<file path="src/hdl/pmeter_pkg.sv">
// ----------------------------------------------------------------------------
// pmeter_pkg: shared constants and types of the PWM period and duty meter
// Register map, result limits, scaling constants and queue status.
// ----------------------------------------------------------------------------
`default_nettype none

package pmeter_pkg;

	// APB register map
	localparam int unsigned APB_DATA_W  = 32;
	localparam int unsigned APB_ADDR_W  = 3;
	localparam int unsigned REG_IDX_W   = 1;
	localparam logic [REG_IDX_W-1:0] REG_TIMER_CLOCK = 1'b0;

	// timer clock register
	localparam int unsigned CLOCK_W = 27;
	localparam logic [CLOCK_W-1:0] CLOCK_RESET = 27'd16000000;

	// result field widths and limits
	localparam int unsigned PERIOD_OUT_W = 16;
	localparam int unsigned FREQ_W       = 17;
	localparam int unsigned DUTY_W       = 7;
	localparam int unsigned CELLS_W      = 4;
	localparam logic [FREQ_W-1:0]  FREQ_MAX  = 17'd131071;
	localparam logic [DUTY_W-1:0]  DUTY_FULL = 7'd100;
	localparam logic [CELLS_W-1:0] CELLS_MAX = 4'd15;

	// scaling constants
	localparam int unsigned KHZ_SCALE = 1000;
	localparam int unsigned PCT_SCALE = 100;
	// floor(x / 100) == (x * 5243) >> 19 for every x up to 100 * 32 bar cells
	localparam int unsigned CELL_RECIP = 5243;
	localparam int unsigned CELL_SHIFT = 19;

	// measurement queue between front and back
	localparam int unsigned QUEUE_DEPTH = 2;

	typedef struct packed {
		logic full;
		logic empty;
	} q_status_t;

endpackage

`default_nettype wire

</file>
<file path="src/hdl/pwm_period_duty_meter.sv">
// ----------------------------------------------------------------------------
// pwm_period_duty_meter: PWM period, frequency and duty meter
// Measures rise-to-rise period and high time of a sampled PWM signal and
// reports period, frequency in kHz, duty percent and display bar cells.
// ----------------------------------------------------------------------------
// Each accepted input beat is one timer tick carrying the sampled PWM level;
// a free-running COUNTER_BITS-wide counter advances once per accepted beat
// and timestamps a rising edge, the following falling edge and the next
// rising edge, after which one result beat is produced and measurement
// restarts at the next fresh rising edge. The capture front takes one tick
// per cycle unless in_stall is high. Completed measurements wait in a
// two-entry queue for the arithmetic back end, which runs a
// shared restoring divider one quotient bit per cycle: first
// timer_clock_hz / (period * 1000), then high * 100 / period, each over
// max(27, COUNTER_BITS + 7) steps, and a measurement is popped only once
// the last result is in the output register. A zero period skips the
// divider. in_stall rises only while the queue is full, so ticks flow
// every cycle as long as measured periods average longer than the back-end
// time. Frequency saturates at 131071, duty at 100 and bar cells at 15.
// The timer clock register sits at byte address 0 of the APB port and must
// be written only while no measurement is in flight.
// ----------------------------------------------------------------------------
`default_nettype none

module pwm_period_duty_meter import pmeter_pkg::*; #(
	parameter int unsigned COUNTER_BITS = 16,
	parameter int unsigned BAR_CELLS    = 8
) (
	input  wire logic                    clk,
	input  wire logic                    arst_n,
	// tick input
	input  wire logic                    in_valid,
	output logic                         in_stall,
	input  wire logic                    pwm_level,
	// result output
	output logic                         out_valid,
	input  wire logic                    out_stall,
	output logic [PERIOD_OUT_W-1:0]      period_ticks,
	output logic [FREQ_W-1:0]            freq_khz,
	output logic [DUTY_W-1:0]            duty_percent,
	output logic [CELLS_W-1:0]           high_cells,
	output logic                         period_zero,
	// configuration
	input  wire logic                    psel,
	input  wire logic                    penable,
	input  wire logic                    pwrite,
	input  wire logic [APB_ADDR_W-1:0]   paddr,
	input  wire logic [APB_DATA_W-1:0]   pwdata,
	output logic [APB_DATA_W-1:0]        prdata,
	output logic                         pready
);

	localparam int unsigned CB = COUNTER_BITS;

	logic [CLOCK_W-1:0]  clock_hz_q;
	logic [REG_IDX_W-1:0] reg_idx;
	logic                tick;
	logic                meas_push;
	logic [CB-1:0]       meas_period;
	logic [CB-1:0]       meas_high;
	logic [2*CB-1:0]     q_rd_data;
	logic                q_pop;
	q_status_t           q_stat;

	// ---------------------------------------------------------------- APB
	// Decode on word address; pready is tied high, so every access is
	// zero-wait.
	assign pready  = 1'b1;
	assign reg_idx = paddr[APB_ADDR_W-1 -: REG_IDX_W];
	assign prdata  = (reg_idx == REG_TIMER_CLOCK) ? APB_DATA_W'(clock_hz_q) : '0;

	always_ff @(posedge clk or negedge arst_n) begin
		if (!arst_n) begin
			clock_hz_q <= CLOCK_RESET;
		end else if (psel && penable && pwrite && pready && reg_idx == REG_TIMER_CLOCK) begin
			clock_hz_q <= pwdata[CLOCK_W-1:0];
		end
	end

	// ---------------------------------------------------------------- front
	// Hold off ticks while the queue cannot take a finished measurement.
	assign in_stall = q_stat.full;
	assign tick     = in_valid && !in_stall;

	pmeter_front #(
		.CB (CB)
	) u_front (
		.clk       (clk),
		.arst_n    (arst_n),
		.tick      (tick),
		.pwm_level (pwm_level),
		.push      (meas_push),
		.period    (meas_period),
		.high      (meas_high)
	);

	// ---------------------------------------------------------------- queue
	pmeter_queue #(
		.DATA_W (2 * CB)
	) u_queue (
		.clk     (clk),
		.arst_n  (arst_n),
		.push    (meas_push),
		.wr_data ({meas_period, meas_high}),
		.pop     (q_pop),
		.rd_data (q_rd_data),
		.status  (q_stat)
	);

	// ---------------------------------------------------------------- back
	pmeter_back #(
		.CB        (CB),
		.BAR_CELLS (BAR_CELLS)
	) u_back (
		.clk          (clk),
		.arst_n       (arst_n),
		.clock_hz     (clock_hz_q),
		.q_avail      (!q_stat.empty),
		.q_period     (q_rd_data[2*CB-1:CB]),
		.q_high       (q_rd_data[CB-1:0]),
		.q_pop        (q_pop),
		.out_valid    (out_valid),
		.out_stall    (out_stall),
		.period_ticks (period_ticks),
		.freq_khz     (freq_khz),
		.duty_percent (duty_percent),
		.high_cells   (high_cells),
		.period_zero  (period_zero)
	);

	// ---------------------------------------------------------------- checks
	// A zero period forces every other field to zero.
	a_zero_period_clears: assert property (@(posedge clk) disable iff (!arst_n)
		out_valid && period_zero |->
			period_ticks == '0 && freq_khz == '0 && duty_percent == '0 && high_cells == '0)
		else $error("zero-period result carries nonzero fields");

	// Duty never exceeds full scale.
	a_duty_bounded: assert property (@(posedge clk) disable iff (!arst_n)
		out_valid |-> duty_percent <= DUTY_FULL)
		else $error("duty percent above 100");

	// Full duty lights every bar cell, up to the field limit.
	a_full_duty_cells: assert property (@(posedge clk) disable iff (!arst_n)
		out_valid && !period_zero && duty_percent == DUTY_FULL |->
			(high_cells == CELLS_W'(BAR_CELLS) || high_cells == CELLS_MAX))
		else $error("bar cells wrong at full duty");

	// Queue status is never full and empty at once.
	a_queue_status: assert property (@(posedge clk) disable iff (!arst_n)
		!(q_stat.full && q_stat.empty))
		else $error("queue reports full and empty together");

endmodule

`default_nettype wire

</file>
<file path="src/hdl/pmeter_front.sv">
// ----------------------------------------------------------------------------
// pmeter_front: tick counter and edge capture
// Stamps rise, fall and next rise of the PWM input, then pushes one
// period / high-time pair per completed measurement.
// ----------------------------------------------------------------------------
`default_nettype none

module pmeter_front import pmeter_pkg::*; #(
	parameter int unsigned CB = 16
) (
	input  wire logic          clk,
	input  wire logic          arst_n,
	input  wire logic          tick,
	input  wire logic          pwm_level,
	output logic               push,
	output logic [CB-1:0]      period,
	output logic [CB-1:0]      high
);

	localparam logic [1:0] PH_WAIT_RISE = 2'd0;
	localparam logic [1:0] PH_WAIT_FALL = 2'd1;
	localparam logic [1:0] PH_WAIT_NEXT = 2'd2;

	logic          prev_q;
	logic [1:0]    phase_q;
	logic [CB-1:0] tick_q;
	logic [CB-1:0] rise_q;
	logic [CB-1:0] fall_q;
	logic          rising;
	logic          falling;

	assign rising  = !prev_q && pwm_level;
	assign falling = prev_q && !pwm_level;

	assign push   = tick && (phase_q == PH_WAIT_NEXT) && rising;
	assign period = tick_q - rise_q;
	assign high   = fall_q - rise_q;

	always_ff @(posedge clk or negedge arst_n) begin
		if (!arst_n) begin
			prev_q  <= 1'b0;
			phase_q <= PH_WAIT_RISE;
			tick_q  <= '0;
			rise_q  <= '0;
			fall_q  <= '0;
		end else if (tick) begin
			prev_q <= pwm_level;
			tick_q <= tick_q + CB'(1);
			unique case (phase_q)
				PH_WAIT_FALL: begin
					if (falling) begin
						fall_q  <= tick_q;
						phase_q <= PH_WAIT_NEXT;
					end
				end
				PH_WAIT_NEXT: begin
					// closing edge does not open the next measurement
					if (rising) begin
						phase_q <= PH_WAIT_RISE;
					end
				end
				default: begin
					phase_q <= PH_WAIT_RISE;
					if (rising) begin
						rise_q  <= tick_q;
						phase_q <= PH_WAIT_FALL;
					end
				end
			endcase
		end
	end

endmodule

`default_nettype wire

</file>
<file path="src/hdl/pmeter_queue.sv">
// ----------------------------------------------------------------------------
// pmeter_queue: short measurement queue
// Small first-in first-out buffer between the capture front and the
// arithmetic back.
// ----------------------------------------------------------------------------
`default_nettype none

module pmeter_queue import pmeter_pkg::*; #(
	parameter int unsigned DATA_W = 32
) (
	input  wire logic              clk,
	input  wire logic              arst_n,
	input  wire logic              push,
	input  wire logic [DATA_W-1:0] wr_data,
	input  wire logic              pop,
	output logic      [DATA_W-1:0] rd_data,
	output q_status_t              status
);

	localparam int unsigned PTR_W = (QUEUE_DEPTH > 1) ? $clog2(QUEUE_DEPTH) : 1;
	localparam int unsigned CNT_W = $clog2(QUEUE_DEPTH + 1);

	logic [DATA_W-1:0] mem_q [QUEUE_DEPTH];
	logic [PTR_W-1:0]  wr_ptr_q;
	logic [PTR_W-1:0]  rd_ptr_q;
	logic [CNT_W-1:0]  count_q;
	logic              do_push;
	logic              do_pop;

	assign status.full  = (count_q == CNT_W'(QUEUE_DEPTH));
	assign status.empty = (count_q == '0);
	assign do_push = push && !status.full;
	assign do_pop  = pop && !status.empty;
	assign rd_data = mem_q[rd_ptr_q];

	always_ff @(posedge clk) begin
		if (do_push) begin
			mem_q[wr_ptr_q] <= wr_data;
		end
	end

	always_ff @(posedge clk or negedge arst_n) begin
		if (!arst_n) begin
			wr_ptr_q <= '0;
			rd_ptr_q <= '0;
			count_q  <= '0;
		end else begin
			if (do_push) begin
				wr_ptr_q <= (wr_ptr_q == PTR_W'(QUEUE_DEPTH - 1)) ? '0 : wr_ptr_q + PTR_W'(1);
			end
			if (do_pop) begin
				rd_ptr_q <= (rd_ptr_q == PTR_W'(QUEUE_DEPTH - 1)) ? '0 : rd_ptr_q + PTR_W'(1);
			end
			if (do_push && !do_pop) begin
				count_q <= count_q + CNT_W'(1);
			end else if (do_pop && !do_push) begin
				count_q <= count_q - CNT_W'(1);
			end
		end
	end

endmodule

`default_nettype wire

</file>
<file path="src/hdl/pmeter_back.sv">
// ----------------------------------------------------------------------------
// pmeter_back: frequency, duty and bar-cell arithmetic
// One shared restoring divider runs the frequency and then the duty
// quotient, one bit per cycle; results go out through an output register.
// ----------------------------------------------------------------------------
`default_nettype none

module pmeter_back import pmeter_pkg::*; #(
	parameter int unsigned CB        = 16,
	parameter int unsigned BAR_CELLS = 8
) (
	input  wire logic                    clk,
	input  wire logic                    arst_n,
	input  wire logic [CLOCK_W-1:0]      clock_hz,
	input  wire logic                    q_avail,
	input  wire logic [CB-1:0]           q_period,
	input  wire logic [CB-1:0]           q_high,
	output logic                         q_pop,
	output logic                         out_valid,
	input  wire logic                    out_stall,
	output logic [PERIOD_OUT_W-1:0]      period_ticks,
	output logic [FREQ_W-1:0]            freq_khz,
	output logic [DUTY_W-1:0]            duty_percent,
	output logic [CELLS_W-1:0]           high_cells,
	output logic                         period_zero
);

	localparam int unsigned NUM_W   = (CLOCK_W > CB + 7) ? CLOCK_W : CB + 7;
	localparam int unsigned DIV_W   = CB + 10;
	localparam int unsigned CNT_W   = $clog2(NUM_W + 1);
	localparam int unsigned PEXT_W  = (CB > PERIOD_OUT_W) ? CB : PERIOD_OUT_W;
	localparam int unsigned CELL_MUL = BAR_CELLS * CELL_RECIP;
	localparam int unsigned PROD_W  = $clog2(PCT_SCALE * CELL_MUL + 1);

	localparam logic [1:0] ST_IDLE = 2'd0;
	localparam logic [1:0] ST_FREQ = 2'd1;
	localparam logic [1:0] ST_DUTY = 2'd2;
	localparam logic [1:0] ST_DONE = 2'd3;

	logic [1:0]        state_q;
	logic [CNT_W-1:0]  cnt_q;
	logic [DIV_W-1:0]  div_q;
	logic [DIV_W-1:0]  rem_q;
	logic [NUM_W-1:0]  num_q;
	logic [CB-1:0]     period_q;
	logic [CB-1:0]     high_q;
	logic              zero_q;
	logic              full_q;
	logic [NUM_W-1:0]  freq_q;
	logic [DUTY_W-1:0] duty_q;

	logic [DIV_W:0]    trial;
	logic              fits;
	logic [DIV_W:0]    diff;
	logic [DIV_W-1:0]  rem_nxt;
	logic [NUM_W-1:0]  num_nxt;
	logic              last_step;
	logic              slot_free;
	logic [DUTY_W-1:0] duty_fin;
	logic [FREQ_W-1:0] freq_fin;
	logic [PROD_W-1:0] cell_prod;
	logic [PROD_W-1:0] cell_raw;
	logic [CELLS_W-1:0] cells_fin;
	logic [PEXT_W-1:0] period_ext;

	// one restoring division step
	assign trial   = {rem_q, num_q[NUM_W-1]};
	assign fits    = (trial >= {1'b0, div_q});
	assign diff    = trial - {1'b0, div_q};
	assign rem_nxt = fits ? diff[DIV_W-1:0] : trial[DIV_W-1:0];
	assign num_nxt = {num_q[NUM_W-2:0], fits};
	assign last_step = (cnt_q == CNT_W'(1));

	assign q_pop     = (state_q == ST_IDLE) && q_avail;
	assign slot_free = !out_valid || !out_stall;

	// result formatting
	assign freq_fin  = (freq_q > NUM_W'(FREQ_MAX)) ? FREQ_MAX : freq_q[FREQ_W-1:0];
	assign duty_fin  = full_q ? DUTY_FULL : duty_q;
	assign cell_prod = PROD_W'(duty_fin) * PROD_W'(CELL_MUL);
	assign cell_raw  = cell_prod >> CELL_SHIFT;
	assign cells_fin = (cell_raw > PROD_W'(CELLS_MAX)) ? CELLS_MAX : cell_raw[CELLS_W-1:0];
	assign period_ext = PEXT_W'(period_q);

	always_ff @(posedge clk) begin
		unique case (state_q)
			ST_IDLE: begin
				period_q <= q_period;
				high_q   <= q_high;
				full_q   <= (q_high >= q_period);
				div_q    <= DIV_W'(q_period) * DIV_W'(KHZ_SCALE);
				num_q    <= NUM_W'(clock_hz);
				rem_q    <= '0;
			end
			ST_FREQ: begin
				if (last_step) begin
					freq_q <= num_nxt;
					div_q  <= DIV_W'(period_q);
					num_q  <= NUM_W'(high_q) * NUM_W'(PCT_SCALE);
					rem_q  <= '0;
				end else begin
					num_q <= num_nxt;
					rem_q <= rem_nxt;
				end
			end
			ST_DUTY: begin
				num_q <= num_nxt;
				rem_q <= rem_nxt;
				if (last_step) begin
					duty_q <= num_nxt[DUTY_W-1:0];
				end
			end
			default: begin
				if (slot_free) begin
					period_ticks <= zero_q ? '0 : period_ext[PERIOD_OUT_W-1:0];
					freq_khz     <= zero_q ? '0 : freq_fin;
					duty_percent <= zero_q ? '0 : duty_fin;
					high_cells   <= zero_q ? '0 : cells_fin;
					period_zero  <= zero_q;
				end
			end
		endcase
	end

	always_ff @(posedge clk or negedge arst_n) begin
		if (!arst_n) begin
			state_q   <= ST_IDLE;
			cnt_q     <= '0;
			zero_q    <= 1'b0;
			out_valid <= 1'b0;
		end else begin
			// load a new beat when the slot frees, else drop a taken one
			if (state_q == ST_DONE && slot_free) begin
				out_valid <= 1'b1;
			end else if (out_valid && !out_stall) begin
				out_valid <= 1'b0;
			end
			unique case (state_q)
				ST_IDLE: begin
					if (q_avail) begin
						cnt_q  <= CNT_W'(NUM_W);
						zero_q <= (q_period == '0);
						state_q <= (q_period == '0) ? ST_DONE : ST_FREQ;
					end
				end
				ST_FREQ: begin
					cnt_q <= last_step ? CNT_W'(NUM_W) : cnt_q - CNT_W'(1);
					if (last_step) begin
						state_q <= ST_DUTY;
					end
				end
				ST_DUTY: begin
					cnt_q <= cnt_q - CNT_W'(1);
					if (last_step) begin
						state_q <= ST_DONE;
					end
				end
				default: begin
					if (slot_free) begin
						state_q <= ST_IDLE;
					end
				end
			endcase
		end
	end

endmodule

`default_nettype wire
</file>
<file path="config.mk">
export PLATFORM = sky130hd
export DESIGN_NAME = pwm_period_duty_meter
export DESIGN_NICKNAME = d
export VERILOG_FILES = /design/src/hdl/pmeter_pkg.sv /design/src/hdl/pwm_period_duty_meter.sv /design/src/hdl/pmeter_front.sv /design/src/hdl/pmeter_queue.sv /design/src/hdl/pmeter_back.sv
export SDC_FILE = /design/constraint.sdc
export NUM_CORES = 1
export LEC_CHECK = 0
export CAP_MARGIN = 0
export CORE_MARGIN = 4
export CORE_UTILIZATION = 30
export CTS_BUF_LIST = sky130_fd_sc_hd__clkbuf_2 sky130_fd_sc_hd__clkbuf_4 sky130_fd_sc_hd__clkbuf_8
export CTS_CLUSTER_DIAMETER = 80
export DETAILED_ROUTE_END_ITERATION = 8
export DONT_BUFFER_PORTS = 1
export HOLD_SLACK_MARGIN = 0.02
export SLEW_MARGIN = 20
export SYNTH_ARGS = -nofsm -noshare
export SYNTH_HDL_FRONTEND = slang
export SYNTH_SLANG_ARGS = --single-unit
</file>
<file path="constraint.sdc">
create_clock -name clk -period 8.4 [get_ports clk]
set_input_delay 1.26 -clock clk [delete_from_list [all_inputs] [get_ports clk]]
set_output_delay 1.26 -clock clk [all_outputs]
set_load 0.1 [all_outputs]
</file>
# --- After elaboration in Yosys (flattened, before gate mapping) ---
# Memories as Yosys holds them, arrays and structs flattened.
# Index checks and enable logic that the tools add are counted.
totals:
  mem_count: 1
  mem_bits_rw: 64
  register_bits: 282
op_classes:
  magnitude_cmp: 4
  eq_ne: 12
  n_addsub: 9
  multipliers: 3
  bitwise: 4
  muxes: 32
  reduce_logical: 44
memory_table:
  columns: ["name", "words", "width", "rd", "rd_ports_with_merged_regs", "wr", "line_no", "source"]
  rows:
  - ["u_queue.mem_q", 2, 32, 1, 0, 1, "pmeter_queue.sv:23", "logic [DATA_W-1:0] mem_q [QUEUE_DEPTH];"]
op_table:
  columns: ["operator", "n"]
  rows:
  - ["$pmux W27 S3", 1]
  - ["$mux W26", 3]
  - ["$pmux W26 S3", 1]
  - ["$mux W27", 2]
  - ["$pmux W26 S2", 1]
  - ["$sub A16 B16 Y16", 2]
  - ["$ge A27 B26 Y1", 1]
  - ["$gt A27 B17 Y1 const B", 1]
  - ["$sub A26 B26 Y26", 1]
  - ["$mul A16 B7 Y23 const B", 1]
  - ["$mul A16 B5 Y21 const B", 1]
  - ["$mul A7 B13 Y20 const B", 1]
  - ["$mux W2", 9]
  - ["$mux W17", 1]
  - ["$add A16 B1 Y16 const B", 1]
  - ["$ge A16 B16 Y1", 1]
  - ["$logic_not A16 Y1", 1]
  - ["$logic_and A1 B1 Y1", 15]
  - ["$pmux W5 S3", 1]
  - ["$reduce_and A2 Y1", 6]
  - ["$mux W5", 2]
  - ["$reduce_and A3 Y1", 3]
  - ["$eq A2 B2 Y1 const B", 4]
  - ["$logic_not A1 Y1", 8]
  - ["23 further kinds", 40]

# --- Logic depth before layout (Yosys ltp) ---
# Gate-level depths: netlist of the first run.
depth:
  ltp_word: 10
  depth_mapped: 20
  ltp_nobuf: 20

# --- By module ---
# From an unflattened synthesis of the first run, not the netlist that was laid out.
hier_totals:
  cells_unflattened: 2003
  area_unflattened_um2: 22587.9
by_module_without_submodules:
  columns: ["mod", "cells_per_inst", "area_each_um2", "instances"]
  rows:
  - ["pmeter_back", 1419, 15019.4, 1]
  - ["pmeter_front", 369, 3554.7, 1]
  - ["pmeter_queue", 119, 2658.8, 1]
  - ["pwm_period_duty_meter", 96, 1355.0, 1]

# --- Least setup slack after synthesis of the first run ---
# No wires, ideal clock.
synth_path:
  path_kind: "register to register"
  startpoint: "register u_queue.rd_ptr_q"
  endpoint: "register u_back.div_q[24], data pin"
  arrival_ns: 5.376
  t_required_ns: 8.134
  setup_time_ns: 0.266
  slack_ns: 2.758
  path_stages_with_launch: 21
  n_path_buf: 2
  cell_sequence: "dfrtp_1 > clkbuf_1 > buf_1 > mux2i_1 > inv_1 > fa_1 > fa_1 > inv_1 > fa_1 > fa_1 > inv_1 > ha_1 > a21o_1 > o2bb2ai_1 > o311ai_0 > a31oi_1 > o21a_1 > nor2_1 > o21ai_0 > xnor2_1 > nor2_1"
synth_between:
  elab_chain_cells: 3
synth_rtl:
  columns: ["item", "line_no", "source"]
  rows:
  - ["from (decl)", "pmeter_queue.sv:25", "logic [PTR_W-1:0] rd_ptr_q;"]
  - ["from (signal assigned)", "pmeter_queue.sv:52", "rd_ptr_q <= (rd_ptr_q == PTR_W'(QUEUE_DEPTH - 1)) ? '0 : rd_ptr_q + PTR_W'(1);"]
  - ["$mem_v2 Z2 W32", null, null]
  - ["named net q_rd_data[18]", "pwm_period_duty_meter.sv:61", "logic [2*CB-1:0] q_rd_data;"]
  - ["$mul A16 B7 Y23", "pmeter_back.sv:91", "div_q <= DIV_W'(q_period) * DIV_W'(KHZ_SCALE);"]
  - ["$pmux W26 S2", "pmeter_back.sv:86", "unique case (state_q)"]
  - ["to (signal assigned)", "pmeter_back.sv:91", null]
  - ["to (signal assigned)", "pmeter_back.sv:98", "div_q <= DIV_W'(period_q);"]
  - ["to (decl)", "pmeter_back.sv:42", "logic [DIV_W-1:0] div_q;"]
# The timed path passes the listed nets, and every way through them passes these cells.
# A chain may end at the register's enable or synchronous reset.

# --- Final worst setup path of the first run ---
# Ends and elaborated chain as after synthesis.

==> results of run 1 <==
==> logic make-up after synthesis <==
kind of cell | after synthesis | synth area share (%)
AO/OA/AOI/OAI | 297 | 8.837
buffers and inverters | 310 | 5.565
other | 2 | 0.03398
adder cells (fa/ha/maj) | 330 | 21.53
flip-flops | 346 | 44.99
AND/OR/NAND/NOR | 440 | 9.527
XOR/XNOR | 102 | 4.042
multiplexers | 111 | 5.474
==> routing by layer <==
layer	wire, um	vias up
li1	-	6769
met1	19420	6699
met2	23260	177
met3	1777	63
met4	975	0
met5	0	-
==> layout make-up <==
type / count / share of cell area (%)
clock buffer: 72 / 3.679
tap: 959 / 4.887
sequential: 346 / 40.50
inverter: 265 / 4.051
timing repair buffer: 16 / 0.4892
multi-input combinational: 1286 / 45.00
clock inverter: 35 / 1.391
==> placed cells by master, fill, tap and decap left out, types with 20 or more instances in the layout <==
cell type,instances
nor3_1,24
xor2_1,24
nand3_1,30
ha_1,245
xnor2_1,78
nor2b_2,20
a21o_1,29
nor2_1,127
dfrtp_1,83
edfxtp_1,255
inv_1,263
mux2i_1,31
nand2_1,103
mux2_2,79
o21ai_0,84
clkbuf_8,58
nor2b_1,47
a21oi_1,72
fa_1,84
==> power by group <==
group / switching (mW) / internal (mW) / total [mW]
combinational: 0.198 / 0.0606 / 0.259
clock: 0.692 / 0.900 / 1.59
sequential: 0.0255 / 1.86 / 1.89
==> worst reg2reg max path, cell delays in order (launching register included) <==
cell       delay (ns)
dfrtp_1          0.70
mux2i_1          0.66
inv_1            0.28
fa_1             0.55
fa_1             0.51
inv_1            0.06
fa_1             0.41
fa_1             0.49
inv_1            0.04
ha_1             0.35
a21o_1           0.21
o2bb2ai_1        0.14
o311ai_0         0.53
a31oi_1          0.20
o21a_1           0.21
nor2_1           0.20
o21ai_0          0.14
xnor2_1          0.16
nor2_1           0.06
==> sequential cells by signal, summed over array words and instances, names as in the netlist, 2 cells and up <==
signal,flops
u_queue.mem_q,64
clock_hz_q,27
u_back.freq_q,27
u_back.num_q,27
u_back.div_q,26
u_back.rem_q,26
u_back.freq_khz,17
u_back.high_q,16
u_back.period_ext,16
u_back.period_ticks,16
u_front.fall_q,16
u_front.rise_q,16
u_front.tick_q,16
u_back.duty_percent,7
u_back.duty_q,7
u_back.cnt_q,5
u_back.high_cells,4
u_back.state_q,2
u_front.phase_q,2
u_queue.count_q,2
==> metrics by stage <==
step	setup slack, ns	utilization, %	hold WS [ns]	std cells	power, mW
after floorplan	2.758	-	0.4231	1942	2.139
after global placement	2.376	31.94	0.4329	2872	2.175
after detailed placement	2.280	31.94	0.4335	2872	2.182
after CTS	2.261	33.65	0.2532	2979	3.797
after global routing	1.680	33.65	0.2530	2979	3.900
final	2.257	33.65	0.3146	2979	3.739
==> worst max-delay path by stage <==
stage / start / end / slack (ns) / cells past startpoint
2_1_floorplan: u_queue.rd_ptr_q / u_back.div_q[24] / 2.76 / 20
3_3_place_gp: u_queue.rd_ptr_q / u_back.div_q[24] / 2.38 / 18
3_5_place_dp: u_queue.rd_ptr_q / u_back.div_q[24] / 2.28 / 18
4_1_cts: u_queue.rd_ptr_q / u_back.div_q[24] / 2.26 / 18
5_1_grt: u_queue.rd_ptr_q / u_back.div_q[24] / 1.68 / 18
6_report: u_queue.rd_ptr_q / u_back.div_q[24] / 2.26 / 18
==> results_dict.tcl, run 1 <==
set metrics [dict create \
    ctsLongestPathBuffers 3 \
    rows 99 \
    post_cts_resized 0 \
    drt_first_pass_iters 4 \
    finalInstanceArea_mm2 0.02455 \
    ios 123 \
    cp_common_cell "fa_1" \
    pwr_density_cell_mw_per_mm2 152.3 \
    globalplace.congestion 0.8298 \
    status "completed" \
    rsz0062_at_grt "no" \
    async_reset_ff_share_pct 26.30 \
    wl_per_cell_um 15.25 \
    port_buffers 0 \
    post_cts_buffers 0 \
    htreeDepth 2 \
    reg2reg_from "u_queue.rd_ptr_q" \
    root_buffer "clkbuf_8" \
    max-cap-violations 0 \
    synth_cells 1938 \
    clkSlewWorstSetupHoldPaths_ns 0.06 \
    register_area_mm2 0.009945 \
    synth.most_common_cell "inv_1" \
    yosysTopAreaCell "edfxtp_1" \
    leakagePower_nw 10.56 \
    fmax_mhz 162.8 \
    cts_buffers 57 \
    grt-busiest-layer "met2" \
    core_area_mm2 0.07296 \
    critPathMaxFanout 11 \
    finalNetCount 2345 \
    critPathBufInv 3 \
    synth_area_leaders "edfxtp_1 (35%), ha_1 (14%), dfrtp_1 (9.5%)" \
    seq_area_frac_synth_pct 44.99 \
    drt_iter0_markers 578 \
    critical_path.max_stage_delay_ns 0.70 \
    placed_area_mm2 0.02330 \
    num_vias 13710 \
    synth_edf_count 255 \
    grt_pass1_wl_um 75310 \
    required_ns 8.78 \
    path_cells "mux2i_1, inv_1, fa_1, fa_1, inv_1, fa_1, fa_1, inv_1, ha_1, a21o_1, o2bb2ai_1, o311ai_0, a31oi_1, o21a_1, nor2_1, o21ai_0, xnor2_1, nor2_1" \
    ys_warn_count 0 \
    avgSynthCellArea_um2 11.40 \
    initial_core_util_pct 30.29 \
    synth.top_cell.area_share_pct 34.64 \
    min_period_ns 6.143 \
    fin_crit_sh_pct 73.13 \
    clk_latency_ns 0.66 \
    worst_pin_slew_ns 1.110 \
    hold_violations 0 \
    slew_violations 0 \
    clkSinkCount 346 \
    wl_um 45430 \
    critPathTopFamily "adder cells" \
    final.fill_count 7249 \
    die_h_um 279.4 \
    setup_violations 0 \
    start_kind "flop" \
    fin_setup_tns_ns 0 \
    end_kind "flop" \
    ys_seq_elements 346 \
    crit_path_top_delay_cell "dfrtp_1" \
    met2_usage_pct 21.37 \
    use_met3_pct 2.484 \
    syn2layout_area_growth_pct 11.08 \
    r2r-end "u_back.div_q[24]" \
    multi_input_area_mm2 0.01105 \
    ant_nets 0 \
    hp-class "input pin to async pin" \
    grt_usage_pct 11.74 \
    dp_hpwl_um 35330 \
    final.setup_skew_ns 0.02791 \
    synth_common_cells "inv_1 (264), edfxtp_1 (255), ha_1 (246)" \
    timing.slew.headroom_pct 25.68 \
    avgViaCountPerCell 4.602 \
    fp.dieW_um 279.4 \
    first_global_vias 14650 \
    irDropWorstVdd_v 0.0001254 \
    synth-main-ff-cell "edfxtp_1" \
    ff2ff_setup_slack_ns 2.26 \
    cp.arrival_ns 6.52 \
    reg2reg_depth 18 \
    cts_tree "built" \
    syn_area_mm2 0.02210 \
    grt_overflow 0 \
    drive_gt1_share_pct 12.97 \
    grt_use_met1_pct 14.02 \
    postCtsHoldBufs 0 \
    criticalPathCategory "flop to flop" \
    drc 0 \
    grt_max_degree 92 \
    synth.distinct_cells 74 \
    fp.dieArea_mm2 0.07808 \
    diodes 0 \
    antenna_found_initial 0 \
]
No activity file was read; power rests on OpenSTA's default activity.
==> run 2: changes to the inputs <==
--- a/config.mk
+++ b/config.mk
@@ -5,6 +5,7 @@
 export SDC_FILE = /design/constraint.sdc
 export NUM_CORES = 1
 export LEC_CHECK = 0
+export ABC_AREA = 1
 export CAP_MARGIN = 0
 export CORE_MARGIN = 4
 export CORE_UTILIZATION = 30
==> constraint.sdc (replaced) <==
create_clock -name clk -period 5 [get_ports clk]
set_input_delay 0.75 -clock clk [delete_from_list [all_inputs] [get_ports clk]]
set_output_delay 0.75 -clock clk [all_outputs]
set_load 0.1 [all_outputs]
==> results_dict.tcl, run 2 <==
set metrics [dict create \
    dp_hpwl_um 41450 \
    ctsLongestPathBuffers 3 \
    synth_top_family_by_area "adder cells" \
    wl_um 53590 \
    cp.arrival_ns 5.22 \
    synth_xor_area_share_pct 2.449 \
    drc 0 \
    syn_area_mm2 0.02361 \
    fmax_mhz 208.6 \
    synth.distinct_cells 47 \
    setup_violations 0 \
    critPathMaxFanout 6 \
    synth_area_leaders "edfxtp_1 (32%), ha_1 (13%), nand2_1 (9.1%)" \
    root_buffer "clkbuf_8" \
    largest_reg_flops 64 \
    avgSynthCellArea_um2 8.773 \
    synth_cells 2691 \
    async_reset_ff_share_pct 26.30 \
    cts_tree "built" \
    fp.dieArea_mm2 0.08324 \
    clk_latency_ns 0.69 \
    first_global_vias 16940 \
    hp-class "input pin to flop" \
    final.setup_skew_ns 0.03125 \
    rsz0062_at_grt "yes" \
    seq_area_frac_synth_pct 42.12 \
    fp.dieW_um 288.5 \
    grt_overflow 0 \
    final_common_cell "nand2_1" \
    fin_crit_sh_pct 95.87 \
    cts_buffers 59 \
    yosysTopAreaCell "edfxtp_1" \
    initial_core_util_pct 30.37 \
    synth-main-ff-cell "edfxtp_1" \
    ios 123 \
    start_kind "flop" \
    grt_pass1_wl_um 87550 \
    drt_iter0_markers 995 \
    synth_edf_count 255 \
    drt_first_pass_iters 5 \
    slew_violations 0 \
    num_vias 17240 \
    final_cell_mix "nand2_1 (568), inv_1 (521), edfxtp_1 (255), ha_1 (236), nor2_1 (203)" \
    antenna_found_initial 3 \
    grt_max_degree 92 \
    finalNetCount 3142 \
    globalplace.congestion 0.8727 \
    fin_setup_tns_ns 0 \
    rows 102 \
    clkSlewWorstSetupHoldPaths_ns 0.06 \
    status "completed" \
    worst_pin_slew_ns 1.191 \
    synth.most_common_cell "nand2_1" \
    synth_mux_area_share_pct 0 \
    end_kind "flop" \
    hold_violations 0 \
    yosys.area_share.simple_pct 17.55 \
    wl_per_cell_um 13.89 \
    top_register "u_queue.mem_q" \
    criticalPathCategory "flop to flop" \
    utilization_pct 34.49 \
    required_ns 5.43 \
    grt_usage_pct 12.92 \
    timing.slew.headroom_pct 20.53 \
    drive_gt1_share_pct 9.865 \
    min_period_ns 4.793 \
    synth_compound_area_share_pct 8.247 \
    die_h_um 288.5 \
    synth_common_cells "nand2_1 (571), inv_1 (527), edfxtp_1 (255)" \
    htreeDepth 2 \
    syn2layout_area_growth_pct 13.55 \
    ys_warn_count 0 \
    ant_nets 0 \
    max-cap-violations 0 \
    avgViaCountPerCell 4.468 \
    ys_seq_elements 346 \
    port_buffers 0 \
    clkSinkCount 346 \
    synth_adder_area_share_pct 20.16 \
    synth.top_cell.area_share_pct 32.44 \
    core_area_mm2 0.07772 \
]
[run 2: critical path, stage by stage, from the launching register on]
cell,delay (ns)
dfrtp_1,0.42
clkinvlp_4,0.17
buf_4,0.16
or2_2,0.26
o21ai_0,0.07
buf_4,0.18
inv_1,0.12
ha_1,0.29
inv_1,0.05
fa_1,0.55
fa_1,0.44
fa_1,0.52
inv_1,0.04
ha_1,0.31
inv_1,0.12
o21bai_1,0.13
a21oi_1,0.21
nor2_1,0.09
nor3_2,0.18
nand3_1,0.10
nand2_1,0.07
nor2_1,0.06
[run 2: area by class of cell]
| class | instances | area (um2) |
|---|---|---|
| Tap cell | 1040 | 1301 |
| Multi-Input combinational cell | 1768 | 11710 |
| Inverter | 532 | 2001 |
| Antenna cell | 1 | 2.502 |
| Clock buffer | 78 | 979.7 |
| Sequential cell | 346 | 9943 |
| Timing Repair Buffer | 62 | 498.0 |
| Fill cell | 7940 | 50920 |
| Clock inverter | 32 | 367.9 |
[run 2: through the flow]
step | hold slack, ns | worst slack, ns | cell area, um2 | cells
finish | 0.1972 | 0.2067 | 26810 | 3859
global route | 0.1450 | -0.03380 | 26810 | 3859
CTS | 0.1179 | 0.01586 | 26500 | 3840
detailed placement | 0.4343 | -0.04523 | 25120 | 3728
global placement | 0.4331 | 0.01122 | 25120 | 3728
floorplan | 0.4268 | 0.02164 | 23620 | 2695
[run 2: routing by layer]
metal / track usage, % / routed length, um
met1: 17.02 / 24570
met4: 3.521 / 1352
met2: 21.90 / 25170
met5: 0 / 21
met3: 2.313 / 2476
[run 2: repair_timing]
action                                  in CTS  in global routing
buffers inserted                             0                 18
endpoints found under the hold margin       91                  0
resized for setup                            2                 45
endpoints found under the setup margin       2                 15
hold buffers                                 2                  0
pin swaps                                    0                  4
[run 2: kinds of logic after synthesis]
family / after synthesis
AND/OR/NAND/NOR: 1006
buffers and inverters: 581
AO/OA/AOI/OAI: 360
flip-flops: 346
adder cells (fa/ha/maj): 330
XOR/XNOR: 66
other: 2
[run 2: worst paths after layout]
| check | startpoint | to | slack (ns) | cells after the start |
|---|---|---|---|---|
| setup / recovery | u_queue.rd_ptr_q | u_back.div_q[22] | 0.21 | 21 |
| setup reg to reg | u_queue.rd_ptr_q | u_back.div_q[22] | 0.21 | 21 |
| min in group asynchronous | arst_n | u_front.tick_q[6] | 0.75 | 2 |
| max in group asynchronous | arst_n | clock_hz_q[23] | 3.86 | 2 |
| hold / removal | pwdata[21] | clock_hz_q[21] | 0.20 | 2 |
| hold reg to reg | u_back.num_q[22] | u_back.freq_q[23] | 0.45 | 0 |
Power of run 2 is not shown: default switching activity piles up to over one toggle a cycle in this logic, so the estimate is an artifact.
